[src/sv/frq_pkg.sv]
// ----------------------------------------------------------------------------
// frq_pkg
// Shared types and constants of the rendezvous queue: request codes, response
// kinds, the command passed from front to back, and the fixed field widths.
// ----------------------------------------------------------------------------
package frq_pkg;

  localparam int REQ_W       = 2;
  localparam int KIND_W      = 3;
  localparam int WORD_W      = 32;
  localparam int ID_W        = 4;
  localparam int COUNT_W     = 5;
  localparam int VISIT_W     = 32;
  localparam int IN_TDATA_W  = 40;
  localparam int OUT_TDATA_W = 80;
  localparam int CMDQ_DEPTH  = 2;

  localparam logic [REQ_W-1:0] REQ_ENQ = 2'd0;
  localparam logic [REQ_W-1:0] REQ_DEQ = 2'd1;

  typedef enum logic [1:0] {
    OP_ENQ,
    OP_DEQ,
    OP_TRY
  } op_e;

  typedef enum logic [KIND_W-1:0] {
    KIND_DELIVER   = 3'd0,
    KIND_STORED    = 3'd1,
    KIND_PARKED    = 3'd2,
    KIND_EMPTY     = 3'd3,
    KIND_DATA_FULL = 3'd4,
    KIND_WAIT_FULL = 3'd5
  } kind_e;

  typedef enum logic {
    ST_DECIDE,
    ST_READ
  } state_e;

  typedef struct packed {
    op_e               op;
    logic [WORD_W-1:0] data;
    logic [ID_W-1:0]   rid;
  } cmd_t;

endpackage

[src/sv/frq_front.sv]
// ----------------------------------------------------------------------------
// frq_front
// Accepts request items, decodes the request code and buffers the commands
// in a two-entry queue toward the back end.
// ----------------------------------------------------------------------------
module frq_front (
  input  logic                                clk_i,
  input  logic                                rst_ni,
  input  logic                                s_axis_tvalid,
  output logic                                s_axis_tready,
  input  logic [frq_pkg::IN_TDATA_W-1:0]      s_axis_tdata,  // data_in, requester_id
  input  logic [frq_pkg::REQ_W-1:0]           s_axis_tuser,  // req_type
  output logic                                cmd_valid_o,
  input  logic                                cmd_ready_i,
  output frq_pkg::cmd_t                       cmd_o
);

  localparam int PTR_W = $clog2(frq_pkg::CMDQ_DEPTH);
  localparam int CNT_W = $clog2(frq_pkg::CMDQ_DEPTH + 1);

  frq_pkg::cmd_t          q_mem_q [frq_pkg::CMDQ_DEPTH];
  logic [PTR_W-1:0]       wr_ptr_q, wr_ptr_d;
  logic [PTR_W-1:0]       rd_ptr_q, rd_ptr_d;
  logic [CNT_W-1:0]       cnt_q, cnt_d;
  frq_pkg::cmd_t          in_cmd;
  logic                   push, pop;

  always_comb begin
    in_cmd.data = s_axis_tdata[frq_pkg::WORD_W-1:0];
    in_cmd.rid  = s_axis_tdata[frq_pkg::WORD_W +: frq_pkg::ID_W];
    case (s_axis_tuser)
      frq_pkg::REQ_ENQ: in_cmd.op = frq_pkg::OP_ENQ;
      frq_pkg::REQ_DEQ: in_cmd.op = frq_pkg::OP_DEQ;
      default:          in_cmd.op = frq_pkg::OP_TRY;
    endcase
  end

  assign s_axis_tready = (cnt_q != CNT_W'(frq_pkg::CMDQ_DEPTH));
  assign cmd_valid_o   = (cnt_q != '0);
  assign cmd_o         = q_mem_q[rd_ptr_q];
  assign push          = s_axis_tvalid && s_axis_tready;
  assign pop           = cmd_valid_o && cmd_ready_i;

  always_comb begin
    wr_ptr_d = wr_ptr_q;
    rd_ptr_d = rd_ptr_q;
    cnt_d    = cnt_q;
    if (push) begin
      wr_ptr_d = (wr_ptr_q == PTR_W'(frq_pkg::CMDQ_DEPTH - 1)) ? '0 : wr_ptr_q + 1'b1;
    end
    if (pop) begin
      rd_ptr_d = (rd_ptr_q == PTR_W'(frq_pkg::CMDQ_DEPTH - 1)) ? '0 : rd_ptr_q + 1'b1;
    end
    if (push && !pop) begin
      cnt_d = cnt_q + 1'b1;
    end else if (pop && !push) begin
      cnt_d = cnt_q - 1'b1;
    end
  end

  always_ff @(posedge clk_i or negedge rst_ni) begin
    if (!rst_ni) begin
      wr_ptr_q <= '0;
      rd_ptr_q <= '0;
      cnt_q    <= '0;
    end else begin
      wr_ptr_q <= wr_ptr_d;
      rd_ptr_q <= rd_ptr_d;
      cnt_q    <= cnt_d;
    end
  end

  always_ff @(posedge clk_i) begin
    if (push) begin
      q_mem_q[wr_ptr_q] <= in_cmd;
    end
  end

endmodule

[src/sv/frq_back.sv]
// ----------------------------------------------------------------------------
// frq_back
// Executes commands against the word FIFO and the waiter FIFO, keeps the
// counts and drives the registered result item.
// ----------------------------------------------------------------------------
module frq_back #(
  parameter int DATA_DEPTH = 16,
  parameter int DATA_WIDTH = 32,
  parameter int REQUESTERS = 16
) (
  input  logic                                clk_i,
  input  logic                                rst_ni,
  input  logic                                cmd_valid_i,
  output logic                                cmd_ready_o,
  input  frq_pkg::cmd_t                       cmd_i,
  output logic                                m_axis_tvalid,
  input  logic                                m_axis_tready,
  output logic [frq_pkg::OUT_TDATA_W-1:0]     m_axis_tdata,
  output logic [frq_pkg::KIND_W-1:0]          m_axis_tuser
);

  localparam int SW   = (DATA_WIDTH < frq_pkg::WORD_W) ? DATA_WIDTH : frq_pkg::WORD_W;
  localparam int WA_W = $clog2(DATA_DEPTH);
  localparam int WC_W = $clog2(DATA_DEPTH + 1);
  localparam int QA_W = $clog2(REQUESTERS);
  localparam int QC_W = $clog2(REQUESTERS + 1);
  localparam int PAD_W = frq_pkg::OUT_TDATA_W - 2 * frq_pkg::WORD_W - frq_pkg::ID_W
                         - 2 * frq_pkg::COUNT_W;

  logic [SW-1:0]               word_mem [DATA_DEPTH];
  logic [frq_pkg::ID_W-1:0]    waiter_mem [REQUESTERS];
  logic [SW-1:0]               word_rdata_q;
  logic [frq_pkg::ID_W-1:0]    waiter_rdata_q;

  frq_pkg::state_e             state_q, state_d;
  logic [WA_W-1:0]             word_head_q, word_head_d, word_tail_q, word_tail_d;
  logic [WC_W-1:0]             word_cnt_q, word_cnt_d;
  logic [QA_W-1:0]             waiter_head_q, waiter_head_d, waiter_tail_q, waiter_tail_d;
  logic [QC_W-1:0]             waiter_cnt_q, waiter_cnt_d;
  logic [frq_pkg::VISIT_W-1:0] visit_q, visit_d;

  frq_pkg::kind_e              kind_q, kind_d;
  logic [frq_pkg::WORD_W-1:0]  pdata_q, pdata_d;
  logic [frq_pkg::ID_W-1:0]    pdest_q, pdest_d;
  logic                        use_word_q, use_word_d;
  logic                        use_waiter_q, use_waiter_d;

  logic                        out_valid_q;
  logic [frq_pkg::OUT_TDATA_W-1:0] out_data_q;
  frq_pkg::kind_e              out_kind_q;

  logic                        fire, out_free, load_out;
  logic                        word_we, word_re, waiter_we, waiter_re;
  logic [frq_pkg::WORD_W-1:0]  res_data;
  logic [frq_pkg::ID_W-1:0]    res_dest;

  assign out_free = !out_valid_q || m_axis_tready;

  // next state
  always_comb begin
    state_d = state_q;
    case (state_q)
      frq_pkg::ST_DECIDE: if (cmd_valid_i) state_d = frq_pkg::ST_READ;
      frq_pkg::ST_READ:   if (out_free) state_d = frq_pkg::ST_DECIDE;
      default:            state_d = frq_pkg::ST_DECIDE;
    endcase
  end

  // state outputs
  always_comb begin
    cmd_ready_o = 1'b0;
    load_out    = 1'b0;
    case (state_q)
      frq_pkg::ST_DECIDE: cmd_ready_o = 1'b1;
      frq_pkg::ST_READ:   load_out    = out_free;
      default:            cmd_ready_o = 1'b0;
    endcase
  end

  assign fire = cmd_valid_i && cmd_ready_o;

  always_comb begin
    word_head_d   = word_head_q;
    word_tail_d   = word_tail_q;
    word_cnt_d    = word_cnt_q;
    waiter_head_d = waiter_head_q;
    waiter_tail_d = waiter_tail_q;
    waiter_cnt_d  = waiter_cnt_q;
    visit_d       = visit_q;
    kind_d        = kind_q;
    pdata_d       = pdata_q;
    pdest_d       = pdest_q;
    use_word_d    = use_word_q;
    use_waiter_d  = use_waiter_q;
    word_we       = 1'b0;
    word_re       = 1'b0;
    waiter_we     = 1'b0;
    waiter_re     = 1'b0;
    if (fire) begin
      pdata_d      = '0;
      pdest_d      = '0;
      use_word_d   = 1'b0;
      use_waiter_d = 1'b0;
      case (cmd_i.op)
        frq_pkg::OP_ENQ: begin
          if (waiter_cnt_q != '0) begin
            kind_d       = frq_pkg::KIND_DELIVER;
            pdata_d      = frq_pkg::WORD_W'(cmd_i.data[SW-1:0]);
            use_waiter_d = 1'b1;
            waiter_re    = 1'b1;
          end else if (word_cnt_q == WC_W'(DATA_DEPTH)) begin
            kind_d = frq_pkg::KIND_DATA_FULL;
          end else begin
            kind_d  = frq_pkg::KIND_STORED;
            word_we = 1'b1;
          end
        end
        frq_pkg::OP_DEQ: begin
          if (word_cnt_q != '0) begin
            kind_d = frq_pkg::KIND_DELIVER;
            word_re = 1'b1;
          end else if (waiter_cnt_q == QC_W'(REQUESTERS)) begin
            kind_d = frq_pkg::KIND_WAIT_FULL;
          end else begin
            kind_d    = frq_pkg::KIND_PARKED;
            waiter_we = 1'b1;
          end
        end
        default: begin
          if (word_cnt_q != '0) begin
            kind_d  = frq_pkg::KIND_DELIVER;
            word_re = 1'b1;
          end else begin
            kind_d = frq_pkg::KIND_EMPTY;
          end
        end
      endcase
      if (word_re) begin
        use_word_d  = 1'b1;
        pdest_d     = cmd_i.rid;
        word_head_d = (word_head_q == WA_W'(DATA_DEPTH - 1)) ? '0 : word_head_q + 1'b1;
        word_cnt_d  = word_cnt_q - 1'b1;
        visit_d     = visit_q + 1'b1;
      end
      if (word_we) begin
        word_tail_d = (word_tail_q == WA_W'(DATA_DEPTH - 1)) ? '0 : word_tail_q + 1'b1;
        word_cnt_d  = word_cnt_q + 1'b1;
      end
      if (waiter_re) begin
        waiter_head_d = (waiter_head_q == QA_W'(REQUESTERS - 1)) ? '0 : waiter_head_q + 1'b1;
        waiter_cnt_d  = waiter_cnt_q - 1'b1;
      end
      if (waiter_we) begin
        waiter_tail_d = (waiter_tail_q == QA_W'(REQUESTERS - 1)) ? '0 : waiter_tail_q + 1'b1;
        waiter_cnt_d  = waiter_cnt_q + 1'b1;
      end
    end
  end

  always_ff @(posedge clk_i) begin
    if (word_we) begin
      word_mem[word_tail_q] <= cmd_i.data[SW-1:0];
    end
    if (word_re) begin
      word_rdata_q <= word_mem[word_head_q];
    end
    if (waiter_we) begin
      waiter_mem[waiter_tail_q] <= cmd_i.rid;
    end
    if (waiter_re) begin
      waiter_rdata_q <= waiter_mem[waiter_head_q];
    end
  end

  assign res_data = use_word_q ? frq_pkg::WORD_W'(word_rdata_q) : pdata_q;
  assign res_dest = use_waiter_q ? waiter_rdata_q : pdest_q;

  always_ff @(posedge clk_i or negedge rst_ni) begin
    if (!rst_ni) begin
      state_q       <= frq_pkg::ST_DECIDE;
      word_head_q   <= '0;
      word_tail_q   <= '0;
      word_cnt_q    <= '0;
      waiter_head_q <= '0;
      waiter_tail_q <= '0;
      waiter_cnt_q  <= '0;
      visit_q       <= '0;
      out_valid_q   <= 1'b0;
    end else begin
      state_q       <= state_d;
      word_head_q   <= word_head_d;
      word_tail_q   <= word_tail_d;
      word_cnt_q    <= word_cnt_d;
      waiter_head_q <= waiter_head_d;
      waiter_tail_q <= waiter_tail_d;
      waiter_cnt_q  <= waiter_cnt_d;
      visit_q       <= visit_d;
      if (load_out) begin
        out_valid_q <= 1'b1;
      end else if (m_axis_tready) begin
        out_valid_q <= 1'b0;
      end
    end
  end

  always_ff @(posedge clk_i) begin
    kind_q       <= kind_d;
    pdata_q      <= pdata_d;
    pdest_q      <= pdest_d;
    use_word_q   <= use_word_d;
    use_waiter_q <= use_waiter_d;
    if (load_out) begin
      out_kind_q <= kind_q;
      out_data_q <= {PAD_W'(1'b0), visit_q,
                     frq_pkg::COUNT_W'(waiter_cnt_q), frq_pkg::COUNT_W'(word_cnt_q),
                     res_dest, res_data};
    end
  end

  assign m_axis_tvalid = out_valid_q;
  assign m_axis_tdata  = out_data_q;
  assign m_axis_tuser  = out_kind_q;

`ifndef NO_ASSERTIONS
  a_word_cnt_range: assert property (@(posedge clk_i) disable iff (!rst_ni)
    word_cnt_q <= WC_W'(DATA_DEPTH))
    else $error("word count above depth");

  a_waiter_cnt_range: assert property (@(posedge clk_i) disable iff (!rst_ni)
    waiter_cnt_q <= QC_W'(REQUESTERS))
    else $error("waiter count above depth");

  a_not_both: assert property (@(posedge clk_i) disable iff (!rst_ni)
    !((word_cnt_q != '0) && (waiter_cnt_q != '0)))
    else $error("words stored while consumers parked");

  a_read_follows_fire: assert property (@(posedge clk_i) disable iff (!rst_ni)
    fire |=> (state_q == frq_pkg::ST_READ) && !cmd_ready_o)
    else $error("command not followed by result stage");
`endif

endmodule

[src/sv/fifo_rendezvous_queue.sv]
// ----------------------------------------------------------------------------
// fifo_rendezvous_queue
// Mailbox queue that pairs enqueued words with parked consumers in FIFO order.
//
//   channel   dir  tuser          tdata (low to high)
//   s_axis    in   req_type       data_in, requester_id
//   m_axis    out  resp_kind      data_out, dest_id, stored_count,
//                                 waiting_count, visited_count
//
// The back end handles an item in a decide state, which decides and reads the head of a FIFO
// memory, then a result state, which loads the result register; it takes no new command before that.
// The front buffers up to two items, so input takes up to two more items while a result stalls.
// Reset clears pointers, counts and valid flags; no clearing pass of memories.
// A stalled result register holds the back end in its result stage.
// ----------------------------------------------------------------------------
module fifo_rendezvous_queue #(
  parameter int DATA_DEPTH = 16,
  parameter int DATA_WIDTH = 32,
  parameter int REQUESTERS = 16
) (
  input  logic                                clk_i,
  input  logic                                rst_ni,
  input  logic                                s_axis_tvalid,
  output logic                                s_axis_tready,
  input  logic [frq_pkg::IN_TDATA_W-1:0]      s_axis_tdata,  // data_in, requester_id
  input  logic [frq_pkg::REQ_W-1:0]           s_axis_tuser,  // req_type
  output logic                                m_axis_tvalid,
  input  logic                                m_axis_tready,
  // data_out, dest_id, stored_count, waiting_count, visited_count
  output logic [frq_pkg::OUT_TDATA_W-1:0]     m_axis_tdata,
  output logic [frq_pkg::KIND_W-1:0]          m_axis_tuser   // resp_kind
);

  logic          cmd_valid;
  logic          cmd_ready;
  frq_pkg::cmd_t cmd;

  frq_front u_front (
    .clk_i         (clk_i),
    .rst_ni        (rst_ni),
    .s_axis_tvalid (s_axis_tvalid),
    .s_axis_tready (s_axis_tready),
    .s_axis_tdata  (s_axis_tdata),
    .s_axis_tuser  (s_axis_tuser),
    .cmd_valid_o   (cmd_valid),
    .cmd_ready_i   (cmd_ready),
    .cmd_o         (cmd)
  );

  frq_back #(
    .DATA_DEPTH (DATA_DEPTH),
    .DATA_WIDTH (DATA_WIDTH),
    .REQUESTERS (REQUESTERS)
  ) u_back (
    .clk_i         (clk_i),
    .rst_ni        (rst_ni),
    .cmd_valid_i   (cmd_valid),
    .cmd_ready_o   (cmd_ready),
    .cmd_i         (cmd),
    .m_axis_tvalid (m_axis_tvalid),
    .m_axis_tready (m_axis_tready),
    .m_axis_tdata  (m_axis_tdata),
    .m_axis_tuser  (m_axis_tuser)
  );

endmodule
[config.mk]
export PLATFORM = sky130hd
export DESIGN_NAME = fifo_rendezvous_queue
export DESIGN_NICKNAME = d
export VERILOG_FILES = /design/src/sv/frq_pkg.sv /design/src/sv/frq_front.sv /design/src/sv/frq_back.sv /design/src/sv/fifo_rendezvous_queue.sv
export SDC_FILE = /design/constraint.sdc
export NUM_CORES = 1
export LEC_CHECK = 0
export BUFFER_PORTS_ARGS = -buffer_cell sky130_fd_sc_hd__buf_4
export CAP_MARGIN = 25
export CELL_PAD_IN_SITES_DETAIL_PLACEMENT = 1
export CELL_PAD_IN_SITES_GLOBAL_PLACEMENT = 1
export CORE_ASPECT_RATIO = 1.75
export CORE_MARGIN = 2
export CORE_UTILIZATION = 50
export CTS_BUF_LIST = sky130_fd_sc_hd__clkbuf_2
export DETAILED_ROUTE_END_ITERATION = 16
export PLACE_DENSITY_LB_ADDON = 0.1
export SETUP_SLACK_MARGIN = 0.15
export SLEW_MARGIN = 0
export SYNTH_ARGS = -nofsm -noshare
export SYNTH_HDL_FRONTEND = slang
export SYNTH_SLANG_ARGS = --single-unit
[constraint.sdc]
create_clock -name clk_i -period 10.8 [get_ports clk_i]
set_input_delay 3.24 -clock clk_i [delete_from_list [all_inputs] [get_ports clk_i]]
set_output_delay 3.24 -clock clk_i [all_outputs]
set_load 0.02 [all_outputs]
==> out/results.ini <==
[sta]
finalSetupViolations=0
slew_viol_final=0
slew_headroom_pct=30.96
fmax_ghz=0.1889
min_period_ns=5.294
hold_violations=0
tightest_slew_ns=1.034
fin_crit_sh_pct=49.02
fin_tns_setup_ns=0
grt_setup_unrepaired=no
clock_skew_ns=0.06797

[clock_network]
cts_resized=0
cts_setup_buffers=0
cts_tree=built
ctsHtreeMaxLevel=4
hold_buffers=0
clock_path_buffers=3
numCtsBuffers=189
cts_root_buf=clkbuf_2
cts.sinks=874
path_clk_slew_ns=0.10
insertion_delay_ns=1.28

[power]
p_leak_nw=12.97
ir_drop_mv=0.2105
finalPower_w=0.009679
power.density_nw_per_um2=259.2

[final_layout]
drive_gt1_share_pct=31.78
nNetsFinal=2046
ff_latch_area_um2=25930
final_common_cell=edfxtp_1
fillers=6164
final_area_um2=37350
multi_input_area_um2=7272
instances_no_fill=3014
syn2layout_area_growth_pct=11.45
layout_common_cells=810 x edfxtp_1, 270 x clkbuf_2, 158 x buf_4, 104 x mux4_2, 82 x mux2_2

[outcome]
status=completed

[synthesis]
ys_ff_latch=874
syn-cell-area_um2=33510
yosysWarnings=0
synth.avg_cell_area_um2=19.63
synth_edf_count=810
synth_top_flop_cell=edfxtp_1
yosysSeqAreaShare_pct=77.37
async_flop_share_pct=7.323
ys_types=59
syn_inst=1707

[critical_path]
crit_type=flop to primary output
crit_path_max_fanout=4
start_kind=flop
worstSetupEndpointType=primary output
required_ns=7.56
arrival_ns=2.05

[place]
portBuffers=124
dp.cells=2676
dp_hpwl_um=42130
place_area_um2=35630
finalWeightedCongestion=0.7583

[routing]
vias=17260
wl_per_cell_um=26.19
drt_pass1_iterations=5
drc=0
vias_per_cell=5.725
drtAntennaViolNets=0
routed_wl_um=78930
initialDrtViolationCount=1042

[flow_run]
maxCapViolCount=0

[floorplan]
fp.coreArea_um2=66310
floorplan.die_area_um2=69190
ios=131
dieWidth_um=199.7
num_rows=125
initial_core_util_pct=50.53
die_height_um=346.5

[global_route]
antenna_found_initial=1
track_usage_pct=23.54
grt_pass1_wl_um=116800
grt_max_degree=114
grt_pass1_vias=18900
overflow=0

[hold_path]
hp-class=flop to flop

## per-stage QoR
stage          utilization, %  hold slack, ns  setup slack (ns)
2_1_floorplan               -          0.4003             5.093
3_3_place_gp            53.73          0.4091             5.728
3_5_place_dp            53.73          0.4080             5.670
4_1_cts                 56.22          0.4350             5.379
5_1_grt                 56.32          0.4318             5.377
6_report                56.32          0.4256             5.506
## routing by layer
layer / vias up / track usage (%) / routed length [µm]
li1: 7486 / - / -
met1: 9056 / 28.61 / 30640
met2: 542 / 40.97 / 41950
met3: 171 / 4.256 / 3778
met4: 0 / 10.01 / 2561
met5: - / 0 / 0
## path summary, 6_finish.rpt
check,from,to,slack [ns],cells past startpoint
max,u_front.cnt_q[0],s_axis_tready,5.51,2
min,u_back.kind_q[0],u_back.m_axis_tuser[0],0.43,0
max reg2reg,u_front.rd_ptr_q,u_back.word_mem[11][18],6.91,6
min reg2reg,u_back.kind_q[0],u_back.m_axis_tuser[0],0.43,0
max in group asynchronous,rst_ni,u_back.word_head_q[0],8.04,1
min in group asynchronous,rst_ni,u_back.waiter_head_q[3],2.05,1
## power breakdown
part | switching [W] | total, W | internal, W
registers | 0.000278 | 0.00485 | 0.00457
logic | 0.00179 | 0.00288 | 0.00109
clock network | 0.00123 | 0.00195 | 0.000718
total | 0.00329 | 0.00968 | 0.00638
## synth_stat cells (2+ instances only)
cell type	instances	share of area, %
a21o_1	3	0.067
a21oi_1	43	0.64
a221oi_1	37	0.97
a22oi_1	37	0.83
a31oi_1	2	0.037
and2_1	38	0.71
and3_1	19	0.35
buf_1	8	0.090
buf_2	28	0.42
buf_4	3	0.067
clkbuf_1	40	0.45
dfrtp_1	64	4.8
edfxtp_1	810	73
ha_1	18	0.67
inv_1	28	0.31
inv_2	2	0.022
mux2_2	82	2.8
mux2i_1	78	2.3
mux4_2	104	7.0
nand2_1	44	0.49
nand2b_1	6	0.11
nand3_1	9	0.13
nand4_1	8	0.15
nor2_1	34	0.38
nor2b_1	3	0.056
nor3_1	16	0.24
nor4_1	9	0.17
nor4_4	3	0.19
o21ai_0	54	0.81
or3_1	2	0.037
xnor2_1	23	0.60
xor2_1	25	0.65
## final cells by class
class | count | share of cell area [%]
timing repair buffer | 161 | 3.377
tap | 889 | 2.978
clock inverter | 64 | 0.8074
sequential | 874 | 69.44
inverter | 30 | 0.3015
multi-input combinational | 725 | 19.47
clock buffer | 270 | 3.618
antenna | 1 | 0.006700
## worst max-delay path: stages (launching register included)
cell and delay (ns):
dfrtp_1 0.46, nand2b_1 0.21, buf_4 0.17
## cells by family (layout without fill, tap and decap cells)
| kind of cell | count (synthesis) | count (layout) | share of synthesized area [%] |
|---|---|---|---|
| simple gates | 202 | 202 | 3.368 |
| other cells | 1 | 3 | 0.01119 |
| mux | 264 | 264 | 12.08 |
| xor+xnor | 48 | 48 | 1.255 |
| flops | 874 | 874 | 77.37 |
| buf+inv | 109 | 525 | 1.359 |
| compound gates | 190 | 190 | 3.835 |
| fa+ha+maj | 19 | 19 | 0.7318 |
## registers in the layout (all words and copies together) (netlist names), 32 cells and up
name	count
u_back.visit_q	32
u_back.word_mem	512
u_front.q_mem_q	76
u_back.pdata_q	32
u_back.word_rdata_q	32
u_back.waiter_mem	64
u_back.m_axis_tdata	78
Power figures use the tool's default switching activity.
